$ cat config.mk
export PLATFORM = sky130hd
export DESIGN_NAME = sscdp_sum
export DESIGN_NICKNAME = d
export VERILOG_FILES = /design/src/hdl/sscdp_pkg.sv /design/src/hdl/sscdp_sum.sv
export SDC_FILE = /design/constraint.sdc
export NUM_CORES = 1
export LEC_CHECK = 0
export CELL_PAD_IN_SITES_DETAIL_PLACEMENT = 1
export CELL_PAD_IN_SITES_GLOBAL_PLACEMENT = 1
export CORE_ASPECT_RATIO = 0.5
export CORE_MARGIN = 2
export CORE_UTILIZATION = 54
export CTS_CLUSTER_DIAMETER = 100
export CTS_CLUSTER_SIZE = 28
export DETAILED_ROUTE_END_ITERATION = 10
export DONT_BUFFER_PORTS = 1
export PLACE_DENSITY_LB_ADDON = 0.08
export SYNTH_ARGS = -nofsm -noshare
export SYNTH_HDL_FRONTEND = slang
export SYNTH_SLANG_ARGS = --single-unit
$ cat constraint.sdc
create_clock -name clock -period 28.3 [get_ports clock]
set_input_delay 4.245 -clock clock [delete_from_list [all_inputs] [get_ports clock]]
set_output_delay 4.245 -clock clock [all_outputs]
set_load 0.02 [all_outputs]
$ cat src/hdl/sscdp_pkg.sv
// Shared types and constants of the sliding stencil dot product.
// No dependencies; every other file in hdl/ refers to this package by scoped names.
`default_nettype none

package sscdp_pkg;

   localparam int WORD_W     = 32;   // Q16.16 samples and results, Q8.24 coefficients
   localparam int COEFF_REGS = 7;    // coefficient registers, oldest tap first
   localparam int TERMS      = 8;    // products plus the accumulate term
   localparam int SUM_W      = 68;   // exact Q28.40 sum of all terms
   localparam int FRAC_SHIFT = 24;   // Q.40 down to Q.16
   localparam int FILL_W     = 3;
   localparam int CSR_ADDR_W = 3;

   // Register indexes of the configuration port.
   localparam logic [CSR_ADDR_W-1:0] REG_COEFF_0 = 3'd0;
   localparam logic [CSR_ADDR_W-1:0] REG_ACCUM   = 3'd7;

   typedef logic signed [WORD_W-1:0] word_type;
   typedef logic signed [SUM_W-1:0]  wide_type;

   localparam wide_type ROUND_HALF = wide_type'(68'd1) <<< (FRAC_SHIFT - 1);
   localparam word_type SAT_MAX    = 32'sh7FFF_FFFF;
   localparam word_type SAT_MIN    = 32'sh8000_0000;

   // Operands of one dot product, captured with the window.
   typedef struct packed {
      word_type [COEFF_REGS-1:0] op;
      word_type                  prior;
      logic                      acc;
      logic                      last;
   } operand_type;

   // Products and the scaled prior value, ready to be summed.
   typedef struct packed {
      wide_type [TERMS-1:0] term;
      logic                 last;
   } term_type;

   // Rounded sum, not yet saturated.
   typedef struct packed {
      wide_type sum;
      logic     last;
   } sum_type;

endpackage

`default_nettype wire

$ cat src/hdl/sscdp_sum.sv
// Registered adder tree over the eight terms, with the rounding half LSB added last.
// Depends on sscdp_pkg.
`default_nettype none

module sscdp_sum (
   input  wire logic                 clock,
   input  wire logic                 reset,
   input  wire logic                 in_valid,
   output logic                      in_ready,
   input  wire sscdp_pkg::term_type  in_data,
   output logic                      out_valid,
   input  wire logic                 out_ready,
   output sscdp_pkg::sum_type        out_data
);

   sscdp_pkg::wide_type [3:0] l1_ff, l1_in;
   sscdp_pkg::wide_type [1:0] l2_ff, l2_in;
   sscdp_pkg::sum_type        l3_ff, l3_in;
   logic                      l1_last_ff, l1_last_in, l2_last_ff, l2_last_in;
   logic                      v1_ff, v1_in, v2_ff, v2_in, v3_ff, v3_in;
   logic                      r1, r2, r3;

   assign r3        = !v3_ff || out_ready;
   assign r2        = !v2_ff || r3;
   assign r1        = !v1_ff || r2;
   assign in_ready  = r1;
   assign out_valid = v3_ff;
   assign out_data  = l3_ff;

   always_comb begin
      v1_in      = r1 ? in_valid : v1_ff;
      v2_in      = r2 ? v1_ff : v2_ff;
      v3_in      = r3 ? v2_ff : v3_ff;
      l1_in      = l1_ff;
      l1_last_in = l1_last_ff;
      l2_in      = l2_ff;
      l2_last_in = l2_last_ff;
      l3_in      = l3_ff;
      if (in_valid && r1) begin
         for (int k = 0; k < 4; k++) begin
            l1_in[k] = in_data.term[2*k] + in_data.term[2*k+1];
         end
         l1_last_in = in_data.last;
      end
      if (v1_ff && r2) begin
         l2_in[0]   = l1_ff[0] + l1_ff[1];
         l2_in[1]   = l1_ff[2] + l1_ff[3];
         l2_last_in = l1_last_ff;
      end
      if (v2_ff && r3) begin
         l3_in.sum  = l2_ff[0] + l2_ff[1] + sscdp_pkg::ROUND_HALF;
         l3_in.last = l2_last_ff;
      end
   end

   always_ff @(posedge clock) begin
      if (reset) begin
         v1_ff <= 1'b0;
         v2_ff <= 1'b0;
         v3_ff <= 1'b0;
      end else begin
         v1_ff <= v1_in;
         v2_ff <= v2_in;
         v3_ff <= v3_in;
      end
   end

   always_ff @(posedge clock) begin
      l1_ff      <= l1_in;
      l1_last_ff <= l1_last_in;
      l2_ff      <= l2_in;
      l2_last_ff <= l2_last_in;
      l3_ff      <= l3_in;
   end

endmodule

`default_nettype wire

=== After elaboration in Yosys (flattened, before gate mapping) ===
Cells that the tools add are included.

* Register bits: 482
* Bits of input ports: 549
* Output and inout port bits: 71
* Word-level logic and storage cells: 30

* Add/subtract/negate cells: 8
* Reductions and logical operators: 9

{| class="wikitable"
|+ Operator list
! operator !! number
|-
| $add 68x68->68 || 7
|-
| $add 68x25->68 const B || 1
|-
| $logic_and 1x1->1 || 3
|-
| $logic_not 1->1 || 3
|-
| $logic_or 1x1->1 || 3
|}

=== Depth between registers and ports, before layout ===
Gate-level depths: netlist of run 1.

* Depth in word-level cells: 5
* Gate-level depth with buffers: 16
* Depth with buffers taken out: 15

=== Least setup slack after synthesis of run 1 ===
No wires, ideal clock.

* Kind: input -> register
* From: input port out_ready
* To: register l1_ff[0] in the netlist's numbering (enable)
* Arrival: 17865 ps
* Path slack: 9364 ps
* Stages on the path: 2
* Buffers on the path: 0
* Cells stage by stage: nor2b_1 > a31oi_1

* Longest elaborated chain between the ends: 4

{| class="wikitable"
|+ RTL lines
! item !! line !! text
|-
| start, declared || sscdp_sum.sv:12 || <nowiki>input wire logic out_ready,</nowiki>
|-
| $logic_or 1x1->1 || sscdp_sum.sv:23 || <nowiki>assign r3 = !v3_ff || out_ready;</nowiki>
|-
| $logic_or 1x1->1 || sscdp_sum.sv:24 || <nowiki>assign r2 = !v2_ff || r3;</nowiki>
|-
| $logic_or 1x1->1 || sscdp_sum.sv:25 || <nowiki>assign r1 = !v1_ff || r2;</nowiki>
|-
| $logic_and 1x1->1 || sscdp_sum.sv:39 || <nowiki>if (in_valid && r1) begin</nowiki>
|-
| end signal, assigned || sscdp_sum.sv:69 || <nowiki>l1_ff <= l1_in;</nowiki>
|-
| end, declared || sscdp_sum.sv:16 || <nowiki>sscdp_pkg::wide_type [3:0] l1_ff, l1_in;</nowiki>
|}

Every way passes these cells.
A chain may end at the register's enable or synchronous reset.

=== Worst setup path after layout of run 1 ===
* From: input port out_ready
* To: output port in_ready

* Longest elaborated chain between the ends: 3

{| class="wikitable"
|+ RTL lines
! item !! line !! text
|-
| $logic_or 1x1->1 || sscdp_sum.sv:23 ||
|-
| $logic_or 1x1->1 || sscdp_sum.sv:24 ||
|-
| $logic_or 1x1->1 || sscdp_sum.sv:25 ||
|-
| end, declared || sscdp_sum.sv:9 || <nowiki>output logic in_ready,</nowiki>
|}

Every way passes these cells.

==> results of run 1 <==
## metrics by stage
stage,hold slack [ns],power [mW]
after detailed placement,0.406,2.74
after global placement,0.406,2.68
after CTS,0.431,3.13
after floorplan,0.400,2.28
final,0.430,3.16
after global routing,0.455,3.35
## per-layer routing
| layer | wire [um] | up-vias | part of all wire [%] | track usage [%] |
|---|---|---|---|---|
| met1 | 60300 | 17700 | 43 | 45.0 |
| met4 | 5100 | 6 | 3.6 | 11.7 |
| met2 | 65700 | 1279 | 47 | 55.4 |
| met5 | 39 | - | 0.028 | 0 |
| met3 | 9150 | 202 | 6.5 | 4.85 |
| li1 | - | 16800 | - | - |
## cell families (layout without fill, tap and decap cells)
family | after synthesis | after routing | synth area share [%]
adder cells (fa/ha/maj) | 542 | 542 | 16.3
XOR/XNOR | 450 | 450 | 9.39
flip-flops | 482 | 482 | 34.4
buffers and inverters | 270 | 161 | 2.45
multiplexers | 1 | 1 | 0.0238
other | 0 | 21 | 0
AO/OA/AOI/OAI | 1623 | 1623 | 24.5
AND/OR/NAND/NOR | 1132 | 1132 | 13.0
## worst paths after layout
kind / start / to / slack [ns] / cells past startpoint
worst max-delay path: out_ready / in_ready / 18.87 / 2
worst max register to register: l2_ff[2] / out_data[65] / 23.44 / 13
worst min register to register: l1_last_ff / l2_last_ff / 0.43 / 0
worst min-delay path: l1_last_ff / l2_last_ff / 0.43 / 0
## power groups by stage
| stage | logic [mW] | registers, mW | clock network [mW] |
|---|---|---|---|
| after floorplan | 1.19 | 1.09 | 0 |
| after global placement | 1.57 | 1.12 | 0 |
| after detailed placement | 1.62 | 1.12 | 0 |
| after CTS | 1.64 | 1.10 | 0.394 |
| after global routing | 1.82 | 1.11 | 0.415 |
| final | 1.67 | 1.10 | 0.391 |
## flip-flops by register name, summed over array words and instances, names as in the netlist
name	count
out_valid	1
out_data	69
l2_ff	136
v1_ff	1
l1_ff	272
l1_last_ff	1
l2_last_ff	1
v2_ff	1
## layout by cell type (no fill, tap or decap), types with 10 or more instances in the layout
| cell | instances |
|---|---|
| o211ai_1 | 28 |
| a211oi_1 | 44 |
| and4_1 | 14 |
| buf_4 | 11 |
| a31oi_1 | 52 |
| o21bai_1 | 96 |
| nand2_1 | 356 |
| a21oi_1 | 567 |
| a221oi_1 | 16 |
| edfxtp_1 | 479 |
| clkbuf_16 | 21 |
| and3_1 | 32 |
| o21a_1 | 66 |
| a21boi_0 | 14 |
| o31ai_1 | 25 |
| nor2b_1 | 53 |
| diode_2 | 21 |
| nand4_1 | 144 |
| nor2_1 | 266 |
| o31a_1 | 10 |
| nand2b_1 | 39 |
| o21ai_1 | 46 |
| ha_1 | 535 |
| o21ai_0 | 254 |
| nor4_1 | 17 |
| xnor2_1 | 275 |
| nand3_1 | 73 |
| and2_1 | 24 |
| xor2_1 | 175 |
| a21o_1 | 278 |
| or3_1 | 16 |
| nor3_1 | 57 |
| inv_1 | 119 |
## final cells by class
class / instances / share of cell area [%]
sequential: 482 / 33.2
timing repair buffer: 11 / 0.190
tap: 1036 / 2.98
clock buffer: 29 / 1.28
antenna: 21 / 0.121
inverter: 120 / 1.04
multi-input combinational: 3748 / 61.1
clock inverter: 1 / 0.0691
## worst reg2reg max path, cell delays in order, from the launching register on
cell and delay, ns:
edfxtp_1 0.46, ha_1 0.35, ha_1 0.31, a211o_1 0.35, a21oi_1 0.27, o211ai_2 0.22, a21oi_1 0.35, o211ai_1 0.25
a31oi_1 0.58, o211ai_1 0.34, a31oi_1 0.39, o21ai_1 0.24, a311oi_1 0.38, xnor2_1 0.12
==> impl_metrics.py, run 1 <==
metrics = {
    "synthesis": {
        "postSynthCellCount": 4500,
        "yosys.area.top_type": "edfxtp_1",
        "synth_seq_cells": 482,
        "synth_area_um2": 42000,
        "seq_area_frac_synth_pct": 34.4,
        "async_flop_share_pct": 0,
        "yosys-top-cells-area": "edfxtp_1 34%, ha_1 16%, a21oi_1 6.8%, xnor2_1 5.7%, a21o_1 5.0%",
        "synth_ff_type": "edfxtp_1",
        "yosysWarnings": 0,
        "synth.most_common_cell": "a21oi_1",
        "synth_nets": 5591,
        "postSynthAreaPerCell_um2": 9.33,
        "synth-edff-count": 479,
        "synth_common_cells": "567 x a21oi_1, 535 x ha_1, 479 x edfxtp_1",
        "synth_top_area_share_pct": 34.3,
        "synth_cell_type_count": 89,
    },
    "timing": {
        "min_period_ns": 9.44,
        "hold_violations": 0,
        "tns_ns": 0,
        "relSlewSlack_pct": 16.5,
        "final_max_slew_viol_count": 0,
        "finalClockSkew_ns": 0.0329,
        "fmax_mhz": 106,
        "finalSetupViolations": 0,
        "rsz0062_at_grt": "false",
        "setup_ws_ns": 18.87,
        "worst_pin_slew_ns": 1.24,
        "period_share_pct": 33.3,
    },
    "critical_path": {
        "worst-path-buf-inv": 0,
        "start_kind": "input port",
        "worstPathMaxFanout": 6,
        "slowest_stage": "nor2b_1",
        "cp_slowest_stage_delay_ns": 0.57,
        "path_cells": "nor2b_1 > nand3_1",
        "end_kind": "output pin",
        "critical_path.top_delay_family": "simple AND/OR/NAND/NOR gates",
        "critPathArrivalTime_ns": 5.19,
        "worst-endpoint-required_ns": 24.05,
        "path_class": "input port to output pin",
    },
    "die": {
        "die_h_um": 201,
        "design.die.area_um2": 80100,
        "rows": 72,
        "initial_core_util_pct": 54.4,
        "core_um2": 77100,
        "io_pins": 620,
        "die_x_um": 398,
    },
    "finish": {
        "syn_to_final_growth_pct": 3.51,
        "finalNetCount": 5475,
        "final_cells": 5448,
        "fin_util_pct": 56.3,
        "nFillCells": 8797,
        "multi_input_area_um2": 26500,
        "final_area_um2": 43500,
        "drive_gt1_share_pct": 1.80,
        "seqCellArea_um2": 14400,
    },
    "global_route": {
        "grt.overflow.total": 0,
        "antenna_found_initial": 24,
        "grt_pass1_wl_mm": 211,
        "grt_max_degree": 85,
        "track_usage_pct": 33.6,
        "grt_pass1_vias": 36200,
    },
    "place": {
        "gp_congestion": 0.979,
        "dpl.hpwl_mm": 115,
        "placed_area_um2": 42800,
        "dp_slack_ns": 18.87,
        "portBuffers": 0,
        "dp.cells": 5397,
    },
    "job": {
        "drv_cap": 0,
    },
    "pwr": {
        "pwr-share-seq_pct": 34.9,
        "p_clk_share_pct": 12.4,
        "leakage_nw": 17.7,
        "p_per_area_nw_per_um2": 72.7,
        "swShare_pct": 43.6,
        "p_int_mw": 1.78,
        "p_sw_mw": 1.38,
        "ir_worst_vdd_mv": 0.0401,
        "combPwrFrac_pct": 52.8,
    },
    "route": {
        "ant_nets": 0,
        "drt_iter0_markers": 3162,
        "wl_per_cell_um": 25.8,
        "wirelength_mm": 140,
        "num_vias": 36000,
        "dr.pass1.iters": 6,
        "drc": 0,
        "post_drt_via_cell_ratio": 6.60,
    },
    "clocking": {
        "post-cts-setup-buffers": 0,
        "cts_tree": "done",
        "clkTransAtPathRegs_ns": 0.11,
        "cts_buffers": 21,
        "root_buffer": "clkbuf_16",
        "cts_hold_buf": 0,
        "cts_resized": 0,
        "cts.sinks": 482,
        "worst_skew_pair.late_latency_ns": 0.60,
        "h-tree-depth": 1,
        "clk_path_buf_depth": 3,
    },
    "outcome": {
        "status": "finished clean",
    },
    "min_path": {
        "hold_class": "register to register",
    },
}
No activity file was read; power rests on OpenSTA's default activity.
==> run 2, diff against run 1 <==
- CORE_UTILIZATION: 54 -> 51
- clock period: 28.3 -> 9.7 ns (I/O delays scaled with it)
==> impl_metrics.py, run 2 (synthesis gave the netlist of run 1 again) <==
metrics = {
    "timing": {
        "final_max_slew_viol_count": 0,
        "worst_pin_slew_ns": 1.19,
        "hold_violations": 0,
        "relSlewSlack_pct": 19.7,
        "fmax_mhz": 188,
        "min_period_ns": 5.31,
        "tns_ns": 0,
        "hold_slack_ns": 0.453,
        "period_share_pct": 54.7,
        "finalSetupViolations": 0,
        "rsz0062_at_grt": "false",
        "finalClockSkew_ns": 0.0405,
    },
    "finish": {
        "syn_to_final_growth_pct": 3.80,
        "finalNetCount": 5476,
        "largest_register_ffs": 272,
        "final_common_cell": "a21oi_1",
        "final_cell_mix": "567 x a21oi_1, 535 x ha_1, 479 x edfxtp_1, 356 x nand2_1, 278 x a21o_1",
        "final_area_um2": 43600,
        "regMostFlops": "l1_ff",
        "drive_gt1_share_pct": 1.82,
    },
    "route": {
        "dr.pass1.iters": 7,
        "drt_iter0_markers": 3060,
        "post_drt_via_cell_ratio": 6.48,
        "wl_per_cell_um": 26.0,
        "wirelength_mm": 144,
        "ant_nets": 0,
        "num_vias": 35800,
        "drc": 0,
    },
    "clocking": {
        "post-cts-setup-buffers": 0,
        "cts.sinks": 482,
        "cts_resized": 0,
        "clk_path_buf_depth": 3,
        "cts_hold_buf": 0,
        "cts_buffers": 21,
        "clkTransAtPathRegs_ns": 0.12,
        "cts_tree": "done",
        "worst_skew_pair.late_latency_ns": 0.61,
        "h-tree-depth": 1,
        "root_buffer": "clkbuf_16",
    },
    "critical_path": {
        "rr_worst_depth": 13,
        "slowest_stage": "o31ai_1",
        "worst-endpoint-required_ns": 10.06,
        "worstPathMaxFanout": 5,
        "r2r_slack_ns": 4.83,
        "r2r_start": "l2_ff[2]",
        "path_cells": "ha_1 > fa_1 > a211oi_1 > nor2_1 > o31a_1 > a311o_1 > o31ai_1 > a211oi_1 > a21oi_1 > o41a_2 > o31ai_2 > a221oi_2 > xnor2_1",
        "setup.worst_path.start": "in_data[273]",
        "crit_top_cell": "a211oi_1",
        "cp_slowest_stage_delay_ns": 0.68,
        "critPathArrivalTime_ns": 5.66,
        "end_kind": "register",
        "start_kind": "input port",
        "path_class": "input port to register",
        "r2r_end": "out_data[65]",
    },
    "pwr": {
        "p_per_area_nw_per_um2": 211,
        "pwr-share-seq_pct": 35.0,
        "swShare_pct": 43.5,
        "p_int_mw": 5.19,
        "ir_worst_vdd_mv": 0.133,
        "p_clk_share_pct": 12.3,
        "combPwrFrac_pct": 52.8,
        "p_sw_mw": 4.00,
        "leakage_nw": 17.7,
    },
    "outcome": {
        "status": "finished clean",
    },
    "min_path": {
        "hold-path-endpoint": "out_data[0]",
        "worstHoldPathCells": 0,
        "worstHoldStart": "l2_last_ff",
        "hold_class": "register to register",
    },
    "die": {
        "core_um2": 81600,
        "die_h_um": 207,
        "io_pins": 620,
        "design.die.area_um2": 84800,
        "initial_core_util_pct": 51.5,
        "die_x_um": 410,
        "rows": 74,
    },
    "place": {
        "portBuffers": 0,
        "dpl.hpwl_mm": 119,
        "gp_congestion": 0.987,
        "placed_area_um2": 42900,
    },
    "global_route": {
        "grt_max_degree": 66,
        "grt.overflow.total": 0,
        "grt_pass1_wl_mm": 215,
        "antenna_found_initial": 33,
        "grt_pass1_vias": 35900,
        "track_usage_pct": 32.7,
    },
    "job": {
        "drv_cap": 0,
    },
}
## run 2: cell types whose count changed in the layout (fill, tap and decap cells not counted)
cell     change
diode_2     +12
buf_4        +1
## run 2: metrics by stage
stage	total power, mW	instances	utilization, %	setup slack, ns
6_report	9.19	5527	53.4	4.39
5_1_grt	9.78	5523	53.4	4.25
4_1_cts	9.15	5494	53.3	4.56
3_5_place_dp	8.01	5464	52.6	3.94
3_3_place_gp	7.87	5464	52.6	3.97
2_1_floorplan	6.62	4500	-	1.00
## run 2: how the worst max path moves through the flow
stage	cells after the start	slack (ns)	endpoint
2_1_floorplan	2	1.00	l2_ff[0]
3_3_place_gp	13	3.97	l1_ff[266]
3_5_place_dp	13	3.94	l1_ff[266]
4_1_cts	13	4.56	l1_ff[266]
5_1_grt	13	4.25	l1_ff[200]
6_report	13	4.39	l1_ff[200]
## run 2: layout make-up
type | instances | area [um2]
fill | 9452 | 38000
multi-input combinational | 3748 | 26500
sequential | 482 | 14400
tap | 1102 | 1380
clock buffer | 29 | 556
inverter | 120 | 450
timing repair buffer | 12 | 90.1
antenna | 33 | 82.6
clock inverter | 1 | 30.0
## run 2: worst max-delay path: cells and delay by family
family          cells  cell delay, ns
compound gates      9            3.34
xor+xnor            1            0.09
fa+ha+maj           2            0.66
simple gates        1            0.11
## run 2: power groups by stage
stage	combinational [mW]	sequential, mW	clock [mW]
finish	4.85	3.21	1.13
global route	5.33	3.24	1.21
CTS	4.78	3.22	1.15
detailed placement	4.74	3.27	0
global placement	4.61	3.26	0
floorplan	3.47	3.16	0
## run 2: metal layers
metal / share of wire, % / wire length [um] / global-route usage [%] / vias to the layer above
met1: 43 / 62500 / 43.2 / 17800
met4: 3.5 / 5060 / 11.9 / 0
met5: 0 / 0 / 0 / -
met3: 5.6 / 7990 / 3.93 / 158
li1: - / - / - / 16800
met2: 47 / 68100 / 55.4 / 1109
