$ cat src/hdl/sscdp_pkg.sv
// Shared types and constants of the sliding stencil dot product.
// No dependencies; every other file in hdl/ refers to this package by scoped names.
`default_nettype none

package sscdp_pkg;

   localparam int WORD_W     = 32;   // Q16.16 samples and results, Q8.24 coefficients
   localparam int COEFF_REGS = 7;    // coefficient registers, oldest tap first
   localparam int TERMS      = 8;    // products plus the accumulate term
   localparam int SUM_W      = 68;   // exact Q28.40 sum of all terms
   localparam int FRAC_SHIFT = 24;   // Q.40 down to Q.16
   localparam int FILL_W     = 3;
   localparam int CSR_ADDR_W = 3;

   // Register indexes of the configuration port.
   localparam logic [CSR_ADDR_W-1:0] REG_COEFF_0 = 3'd0;
   localparam logic [CSR_ADDR_W-1:0] REG_ACCUM   = 3'd7;

   typedef logic signed [WORD_W-1:0] word_type;
   typedef logic signed [SUM_W-1:0]  wide_type;

   localparam wide_type ROUND_HALF = wide_type'(68'd1) <<< (FRAC_SHIFT - 1);
   localparam word_type SAT_MAX    = 32'sh7FFF_FFFF;
   localparam word_type SAT_MIN    = 32'sh8000_0000;

   // Operands of one dot product, captured with the window.
   typedef struct packed {
      word_type [COEFF_REGS-1:0] op;
      word_type                  prior;
      logic                      acc;
      logic                      last;
   } operand_type;

   // Products and the scaled prior value, ready to be summed.
   typedef struct packed {
      wide_type [TERMS-1:0] term;
      logic                 last;
   } term_type;

   // Rounded sum, not yet saturated.
   typedef struct packed {
      wide_type sum;
      logic     last;
   } sum_type;

endpackage

`default_nettype wire

$ cat src/hdl/sscdp_out.sv
// Truncation to Q16.16, saturation and the result register.
// Depends on sscdp_pkg.
`default_nettype none

module sscdp_out (
   input  wire logic                 clock,
   input  wire logic                 reset,
   input  wire logic                 in_valid,
   output logic                      in_ready,
   input  wire sscdp_pkg::sum_type   in_data,
   output logic                      out_valid,
   input  wire logic                 out_ready,
   output sscdp_pkg::word_type       result,
   output logic                      overflow,
   output logic                      last_result
);

   localparam int Q_W = sscdp_pkg::SUM_W - sscdp_pkg::FRAC_SHIFT;

   logic [Q_W-1:0]                q;
   logic [Q_W-sscdp_pkg::WORD_W:0] q_top;
   logic                          sat;
   logic                          valid_ff, valid_in;
   sscdp_pkg::word_type           result_ff, result_in;
   logic                          overflow_ff, overflow_in;
   logic                          last_ff, last_in;

   assign in_ready    = !valid_ff || out_ready;
   assign out_valid   = valid_ff;
   assign result      = result_ff;
   assign overflow    = overflow_ff;
   assign last_result = last_ff;

   always_comb begin
      // The half LSB is already in the sum, so dropping the fraction rounds.
      q     = in_data.sum[sscdp_pkg::SUM_W-1:sscdp_pkg::FRAC_SHIFT];
      q_top = q[Q_W-1:sscdp_pkg::WORD_W-1];
      // The value fits in 32 bits only when the top bits are a plain sign extension.
      sat   = !((&q_top) || !(|q_top));
      valid_in    = in_ready ? in_valid : valid_ff;
      result_in   = result_ff;
      overflow_in = overflow_ff;
      last_in     = last_ff;
      if (in_valid && in_ready) begin
         if (sat) begin
            result_in = q[Q_W-1] ? sscdp_pkg::SAT_MIN : sscdp_pkg::SAT_MAX;
         end else begin
            result_in = q[sscdp_pkg::WORD_W-1:0];
         end
         overflow_in = sat;
         last_in     = in_data.last;
      end
   end

   always_ff @(posedge clock) begin
      if (reset) begin
         valid_ff <= 1'b0;
      end else begin
         valid_ff <= valid_in;
      end
   end

   always_ff @(posedge clock) begin
      result_ff   <= result_in;
      overflow_ff <= overflow_in;
      last_ff     <= last_in;
   end

endmodule

`default_nettype wire

$ cat config.mk
export PLATFORM = sky130hd
export DESIGN_NAME = sscdp_out
export DESIGN_NICKNAME = d
export VERILOG_FILES = /design/src/hdl/sscdp_pkg.sv /design/src/hdl/sscdp_out.sv
export SDC_FILE = /design/constraint.sdc
export NUM_CORES = 1
export LEC_CHECK = 0
export ABC_AREA = 1
export BUFFER_PORTS_ARGS = -buffer_cell sky130_fd_sc_hd__clkbuf_2
export CAP_MARGIN = 25
export CORE_ASPECT_RATIO = 0.6
export CORE_UTILIZATION = 36
export CTS_CLUSTER_SIZE = 40
export DETAILED_ROUTE_END_ITERATION = 7
export PLACE_DENSITY = 0.78
export SLEW_MARGIN = 20
export SYNTH_ARGS = -nofsm -noshare
export SYNTH_HDL_FRONTEND = slang
export SYNTH_SLANG_ARGS = --single-unit
$ cat constraint.sdc
create_clock -name clock -period 2.43 [get_ports clock]
set_input_delay 0.243 -clock clock [delete_from_list [all_inputs] [get_ports clock]]
set_output_delay 0.243 -clock clock [all_outputs]
set_load 0.01 [all_outputs]
# ---- Word level (Yosys, flattened, before mapping)
# Cells that the tools add are included.
dict set report op_classes {
  addsub 0
  multipliers 0
  div_mod_pow 0
  order_cmp 0
  eq_ne 0
  shift 0
  mux 2
  bitwise 0
  n_reduce_logical 8
}
# op count
set ops {}
lappend ops {{32-bit 2-to-1 mux} 2}
lappend ops {{13-bit AND reduction} 1}
lappend ops {{13-bit OR reduction} 1}
lappend ops {{1-bit zero test} 3}
lappend ops {{1-bit logical OR} 2}
lappend ops {{1-bit logical AND} 1}
dict set report totals {
  register_bits 35
  latch_bits 0
  mem_bits_rw 0
  rom_bits 0
  in_bits 73
  word_cells 14
  memories 0
}

# ---- Logic depth before layout (Yosys ltp)
# Gate-level depths: netlist of the first run.
dict set report depth {
  ltp_word 4
  ltp_mapped 9
}

# ---- Worst setup path after synthesis of the first run
# No wires, ideal clock.
dict set report synth_timing {
  path_type {reg2reg}
  from {reg valid_ff, in the netlist out_valid}
  to {reg last_ff, in the netlist last_result (enable)}
  arrival_ns 2.054
  required_ns 1.994
  slack_ns -0.061
  path_stages_with_launch 2
  n_path_buf 0
  path_cell_list {dfxtp_1 > a21oi_1}
}
dict set report synth_between {
  elab_chain_len 3
}
# item line
set synth_lines {}
lappend synth_lines {{from (decl)} sscdp_out.sv:23} ;# logic valid_ff, valid_in;
lappend synth_lines {{from (signal assigned)} sscdp_out.sv:59} ;# valid_ff <= valid_in;
lappend synth_lines {{1-bit zero test} sscdp_out.sv:28} ;# assign in_ready = !valid_ff || out_ready;
lappend synth_lines {{1-bit logical OR} sscdp_out.sv:28}
lappend synth_lines {{1-bit logical AND} sscdp_out.sv:44} ;# if (in_valid && in_ready) begin
lappend synth_lines {{to (signal assigned)} sscdp_out.sv:66} ;# last_ff <= last_in;
lappend synth_lines {{to (decl)} sscdp_out.sv:26} ;# logic last_ff, last_in;
# No other way between the ends.
# A chain may end at the register's enable or synchronous reset.

# ---- Final worst setup path of the first run
dict set report layout_timing {
  from {in in_data[59] in the netlist's numbering}
  to {reg result_ff[23], in the netlist result[23], data pin}
}
dict set report layout_between {
  elab_chain_len 4
  elab_cells_between_ends 5
  classes_between {mux: 1; reduce/logical: 4}
}
# item line
set layout_lines {}
lappend layout_lines {{from (decl)} sscdp_out.sv:10} ;# input wire sscdp_pkg::sum_type in_data,
lappend layout_lines {{13-bit OR reduction} sscdp_out.sv:39} ;# sat = !((&q_top) || !(|q_top));
lappend layout_lines {{1-bit zero test} sscdp_out.sv:39}
lappend layout_lines {{1-bit logical OR (*)} sscdp_out.sv:39}
lappend layout_lines {{32-bit 2-to-1 mux (*)} sscdp_out.sv:45} ;# if (sat) begin
lappend layout_lines {{to (signal assigned)} sscdp_out.sv:64} ;# result_ff <= result_in;
lappend layout_lines {{to (decl)} sscdp_out.sv:24} ;# sscdp_pkg::word_type result_ff, result_in;
# Every way passes the cells marked *; elsewhere a longest branch is shown, timed or not.

==> results of run 1 <==
==> routing by layer <==
metal | track usage | vias to the layer above | part of all wire
met5 | 0 | - | 0
met4 | 0.0444 | 0 | 0.0048
met3 | 0.0571 | 2 | 0.10
met2 | 0.251 | 77 | 0.43
met1 | 0.177 | 505 | 0.46
li1 | - | 615 | -
==> worst max-delay path by stage <==
stage / slack, ns / startpoint / to / depth (start not counted)
4_1_cts: 1.07 / in_data[59] / result[4]$_DFFE_PP_ / 6
5_1_grt: 0.96 / in_data[62] / result[28]$_DFFE_PP_ / 8
3_5_place_dp: 0.77 / in_data[59] / result[10]$_DFFE_PP_ / 6
6_report: 1.10 / in_data[59] / result[23]$_DFFE_PP_ / 6
2_1_floorplan: 0.69 / out_valid$_SDFFE_PP0N_ / last_result$_DFFE_PP_ / 1
3_3_place_gp: 0.81 / in_data[59] / result[0]$_DFFE_PP_ / 6
==> registers in the layout, indices dropped and copies added, names as in the netlist <==
signal       count
out_valid        1
result          32
last_result      1
overflow         1
==> layout by cell type, fill, tap and decap left out, drive strengths merged <==
cell / instances
clkbuf: 91
nand2: 76
edfxtp: 34
nor2: 9
inv: 8
nand3: 2
a21oi: 2
or2: 1
bufinv: 1
dfxtp: 1
buf: 1
==> critical path, cell delays in order <==
cell      delay [ns]
clkbuf_2        0.09
or2_1           0.23
nor2_2          0.11
nand2_2         0.08
nand3_2         0.44
nand2_1         0.13
==> power by group <==
part	switching, mW	internal (mW)	total (mW)	leakage, nW
combinational	0.0765	0.0641	0.141	0.591
clock	0.189	0.307	0.496	0.0524
sequential	0.0102	0.703	0.713	0.335
total	0.276	1.07	1.35	0.979
==> kinds of logic after synthesis <==
group | Yosys count
DFF | 35
AOI/OAI and AO/OA | 2
and+or+nand+nor | 88
buffers and inverters | 15
==> final cells by class <==
cell class                      count  area [um^2]
Clock buffer                        7         76.3
Tap cell                           47         58.8
Multi-Input combinational cell     90          374
Inverter                            8         30.0
Sequential cell                    35         1040
Fill cell                         363         1780
Clock inverter                      1         30.0
Timing Repair Buffer               85          440
==> per-stage QoR <==
| stage | power (mW) | std cells | utilization | hold slack, ns | setup WS [ns] |
|---|---|---|---|---|---|
| detailed placement | 0.869 | 265 | 0.508 | 0.402 | 0.770 |
| floorplan | 0.787 | 140 | - | 0.312 | 0.695 |
| global placement | 0.865 | 265 | 0.508 | 0.400 | 0.812 |
| CTS | 1.37 | 273 | 0.536 | 0.106 | 1.07 |
| finish | 1.35 | 273 | 0.536 | 0.115 | 1.10 |
| global route | 1.41 | 273 | 0.536 | 0.101 | 0.964 |
==> key figures, run 1 <==
Run status
  – Status: complete, no violations

Critical path
  – Crit Path Max Fanout: 31
  – CP arrival: 1.34 ns
  – Required time worst endpoint: 2.43 ns
  – Reg-to-reg endpoint: result[23]$_DFFE_PP_
  – Worst R2R Start: out_valid$_SDFFE_PP0N_
  – Critical path type: in2reg
  – CP Launch Type: primary input
  – Worst r2r path cells: 2
  – FF-to-FF setup slack: 1.36 ns
  – CP Capture Type: flip-flop

Clock tree
  – CTS tree: done
  – Max Root-Sink Buffers: 2
  – H-tree depth: 2
  – Worst-path clk slew: 0.06 ns
  – Num Clock Sinks: 35
  – Total CTS buffers: 5
  – # resized after CTS: 0
  – Clock tree root driver cell: clkbuf_8
  – Clk_lat worst skew: 0.27 ns
  – CTS Hold Buffers Added: 0
  – Number of setup buffers added after CTS: 0

Pwr
  – Maximum VDD drop: 248 uV
  – Leakage Power: 0.979 nW
  – Power per cell area: 658 mW/mm^2

Yosys
  – Post-synthesis sequential area ratio: 0.692
  – Area share of the largest cell type after synthesis: 0.678
  – Simple-gate share of the synthesized area: 0.234
  – Synthesized area per cell: 10.8 um^2
  – Adder-cell share of the synthesized area: 0
  – Top_reg_cell synth: edfxtp_1
  – Largest family of logic cells by synthesized area: simple AND/OR/NAND/NOR gates
  – Post-synth cell types: 14
  – Synth cell count leaders: nand2_1 (74), edfxtp_1 (34), inv_1 (8), nor2_1 (8), buf_6 (6)
  – Count leader, synth: nand2_1
  – Mapped Cells: 140
  – Synth Net Count: 213
  – Post-synth EDFFs: 34
  – Ys Warns: 0
  – Mux contribution to synthesized area: 0
  – Yosys reg bits: 35
  – Post-Syn Area: 0.00151 mm^2
  – XOR/XNOR share of the synthesized area: 0
  – Largest cells by area after synthesis: edfxtp_1 (68%), nand2_1 (18%), buf_6 (4.5%)
  – Share of synthesized registers carrying an async set or reset: 0
  – Complex-gate fraction of the synthesized area: 0.00665
  – Area leader, netlist: edfxtp_1

Routing
  – First drt pass iteration count: 4
  – Detailed Route WL: 2.93 mm
  – Vias post-DR: 1199
  – Final ANT Viol Nets: 0
  – Vias per cell: 4.39
  – Detailed-route DRC error count: 0
  – Post-DR wirelength/cell: 10.7 um
  – Initial DRC Count: 37

STA
  – Fmax: 750 MHz
  – Final setup violating endpoints: 0
  – Tmin final: 1.33 ns
  – Clk_skew: 0.00281 ns
  – RSZ-0062 raised after global routing: false
  – Measured slew at the worst slew-check pin: 0.594 ns
  – Final period util: 0.549
  – Slew Limit Fails: 0
  – Post-route setup TNS: 0 ns
  – Slew headroom: 0.603
  – Final count of hold timing violations: 0

Global routing
  – Grt total ovfl: 0
  – Number of global-route vias before repair: 1155
  – First-pass GRT wire length: 4.90 mm
  – Largest net degree at the start of global routing: 35
  – Antenna violations before repair: 0
  – Gr usage total: 0.148

Finish
  – Layout Area Growth over Synthesis: 36.2%
  – Design Area, Final: 0.00205 mm^2
  – Nets: 298
  – Ant diodes: 0
  – Share of layout cells above drive strength 1: 0.425

Hold path
  – Cells on Worst Hold Path: 2
  – Hold Crit Start: reset
  – Hold Crit Endpoint: out_valid$_SDFFE_PP0N_
  – Worst Hold Class: in2reg

Place
  – Dpl hpwl: 2.09 mm
  – Global placement routability congestion: 0.723
  – Port buffer count: 84
  – DP Area: 0.00194 mm^2

Die
  – I/O Pins: 109
  – Die footprint: 0.00445 mm^2
  – Core Area: 0.00383 mm^2
  – FP Rows: 17
  – Die H: 52.1 um
  – Starting density of the core: 0.393
  – DIE WIDTH: 85.5 um

Run
  – MaxCap Viol Count: 0
No activity file was read; power rests on OpenSTA's default activity.
==> run 2: changes to the inputs <==
--- a/config.mk
+++ b/config.mk
@@ -9,10 +9,10 @@
 export BUFFER_PORTS_ARGS = -buffer_cell sky130_fd_sc_hd__clkbuf_2
 export CAP_MARGIN = 25
 export CORE_ASPECT_RATIO = 0.6
-export CORE_UTILIZATION = 36
+export CORE_UTILIZATION = 40
 export CTS_CLUSTER_SIZE = 40
 export DETAILED_ROUTE_END_ITERATION = 7
-export PLACE_DENSITY = 0.78
+export PLACE_DENSITY = 0.82
 export SLEW_MARGIN = 20
 export SYNTH_ARGS = -nofsm -noshare
 export SYNTH_HDL_FRONTEND = slang
==> constraint.sdc (replaced) <==
create_clock -name clock -period 1.3 [get_ports clock]
set_input_delay 0.13 -clock clock [delete_from_list [all_inputs] [get_ports clock]]
set_output_delay 0.13 -clock clock [all_outputs]
set_load 0.01 [all_outputs]
==> run 2 against run 1 <==
Compared with the run above:
- worst hold slack worse by 0.097 ns
- via count up 2.6%
- cell area up 3.7%
- worst setup slack worse by 0.82 ns
- critical path depth down 4
- sequential power up 87%
- total power up 79%
- clock-buffer cell count unchanged
- highest routed layer unchanged
==> key figures, run 2 (same netlist as run 1, synthesis figures left out) <==
Clock tree
  – CTS tree: done
  – Num Clock Sinks: 35 (unchanged)
  – Worst-path clk slew: 0.07 ns (about the same)
  – H-tree depth: 2 (unchanged)
  – # resized after CTS: 0 (unchanged)
  – Clock tree root driver cell: clkbuf_8
  – Number of setup buffers added after CTS: 0 (unchanged)
  – CTS Hold Buffers Added: 1 (+1)
  – Max Root-Sink Buffers: 2 (unchanged)
  – Total CTS buffers: 5 (unchanged)
  – Clk_lat worst skew: 0.28 ns (about the same)

Die
  – FP Rows: 16 (-1)
  – Core Area: 0.00342 mm^2 (-11%)
  – Starting density of the core: 0.440 (+0.0466)
  – I/O Pins: 109 (unchanged)
  – Die H: 49.5 um (-4.9%)
  – DIE WIDTH: 81.2 um (-5.0%)
  – Die footprint: 0.00402 mm^2 (-9.7%)

Finish
  – Share of layout cells above drive strength 1: 0.446 (+0.0216)
  – Design Area, Final: 0.00213 mm^2 (+3.7%)
  – Ant diodes: 0 (unchanged)
  – End-of-flow core utilization: 0.621 (+0.0857)
  – Max reg flops: 32 (unchanged)
  – Most frequent cells in the layout: clkbuf_2 (84), nand2_1 (74), edfxtp_1 (34)
  – Layout Area Growth over Synthesis: 41.3%
  – Nets: 305 (+2.3%)
  – Commonest non-fill, non-tap cell in the layout: clkbuf_2

Critical path
  – Critical-path top delay cell: dfxtp_2
  – Crit path buffers/inverters: 1 (unchanged)
  – CP Depth: 2 (-4)
  – Required time worst endpoint: 1.29 ns (-1.14 ns)
  – CP Launch Type: flip-flop
  – Critical Path Max Stage Delay: 0.34 ns (-0.10 ns)
  – Cell chain of the critical path: a21oi_4, buf_4
  – Crit Path Max Fanout: 12 (-61%)
  – CP Capture Type: flip-flop
  – Critical path type: reg2reg
  – CP arrival: 1.01 ns (-0.33 ns)
  – Worst r2r path cells: 2 (unchanged)
  – Crit path max-delay family: flip-flops

Routing
  – Vias per cell: 4.42 (+0.74%)
  – Initial DRC Count: 52 (+41%)
  – Post-DR wirelength/cell: 11.3 um (+5.4%)
  – Detailed Route WL: 3.14 mm (+7.3%)
  – First drt pass iteration count: 4 (unchanged)
  – Detailed-route DRC error count: 0 (unchanged)
  – Vias post-DR: 1230 (+2.6%)
  – Final ANT Viol Nets: 0 (unchanged)

Hold path
  – Worst Hold Class: in2reg
  – Cells on Worst Hold Path: 1 (-1)

STA
  – Final count of hold timing violations: 0 (unchanged)
  – Setup slack after layout: 0.274 ns (-0.823 ns)
  – Tmin final: 1.03 ns
  – Hold WS: 0.0177 ns (-0.0969 ns)
  – Measured slew at the worst slew-check pin: 0.152 ns (-0.442 ns)
  – Final period util: 0.790
  – RSZ-0062 raised after global routing: false
  – Clk_skew: 0.00546 ns (+0.00265 ns)
  – Slew Limit Fails: 0 (unchanged)
  – Final setup violating endpoints: 0 (unchanged)
  – Slew headroom: 0.898 (+0.295)
  – Fmax: 974 MHz

Pwr
  – Maximum VDD drop: 698 uV (+180%)
  – Power per cell area: 1130 mW/mm^2 (+72%)
  – Leakage Power: 1.02 nW (+4.4%)
  – Tot Pwr: 2.41 mW (+79%)

Global routing
  – Antenna violations before repair: 0 (unchanged)
  – Met2 track demand over resource: 0.289 (+0.0378)
  – Gr usage total: 0.177 (+0.0296)
  – Grt total ovfl: 0 (unchanged)
  – Largest net degree at the start of global routing: 23 (-34%)
  – Met3 Usage GRT: 0.0907 (+0.0336)
  – Number of global-route vias before repair: 1265 (+9.5%)
  – GRT Max-Usage Layer: met2
  – Met1 Track Usage GR: 0.187 (+0.00969)
  – First-pass GRT wire length: 5.10 mm (+4.1%)

Place
  – Port buffer count: 84 (unchanged)
  – Dpl hpwl: 2.43 mm (+16%)
  – DP Area: 0.00203 mm^2 (+4.2%)
  – Global placement routability congestion: 0.767 (+6.1%)
  – Pre-CTS WS: 0.00478 ns (-0.765 ns)

Run status
  – Status: complete, no violations

Run
  – MaxCap Viol Count: 0 (unchanged)
run 2: metal layers:
layer,vias to the layer above,share of wire
li1,628,-
met1,533,0.43
met4,0,0.015
met2,62,0.44
met5,-,0
met3,7,0.11
run 2: cell type report:
cell class,instances,area [um^2]
fillers,281,1300
flip-flops and latches,35,1040
repair buffers,92,533
multi-input cells,90,374
clock buffers,7,86.3
well taps,45,56.3
inverters,8,30.0
clock inverters,1,5.00
run 2: path summary, 6_finish.rpt:
kind,start,endpoint,slack [ns]
min reg2reg,out_valid$_SDFFE_PP0N_,out_valid$_SDFFE_PP0N_,0.52
max,out_valid$_SDFFE_PP0N_,result[31]$_DFFE_PP_,0.27
min,in_data[0],last_result$_DFFE_PP_,0.02
max reg2reg,out_valid$_SDFFE_PP0N_,result[31]$_DFFE_PP_,0.27
run 2: power breakdown:
| part | total [mW] | leakage (nW) | internal (mW) | switching, mW |
|---|---|---|---|---|
| Clock | 0.798 | 0.0482 | 0.427 | 0.371 |
| Sequential | 1.33 | 0.335 | 1.31 | 0.0176 |
| Combinational | 0.283 | 0.638 | 0.136 | 0.147 |
| Total | 2.41 | 1.02 | 1.88 | 0.535 |
run 2: per-stage QoR:
step	TNS, ns	std cells
2_1_floorplan	-1.88	140
3_3_place_gp	0	269
3_5_place_dp	0	269
4_1_cts	0	278
5_1_grt	0	278
6_report	0	278
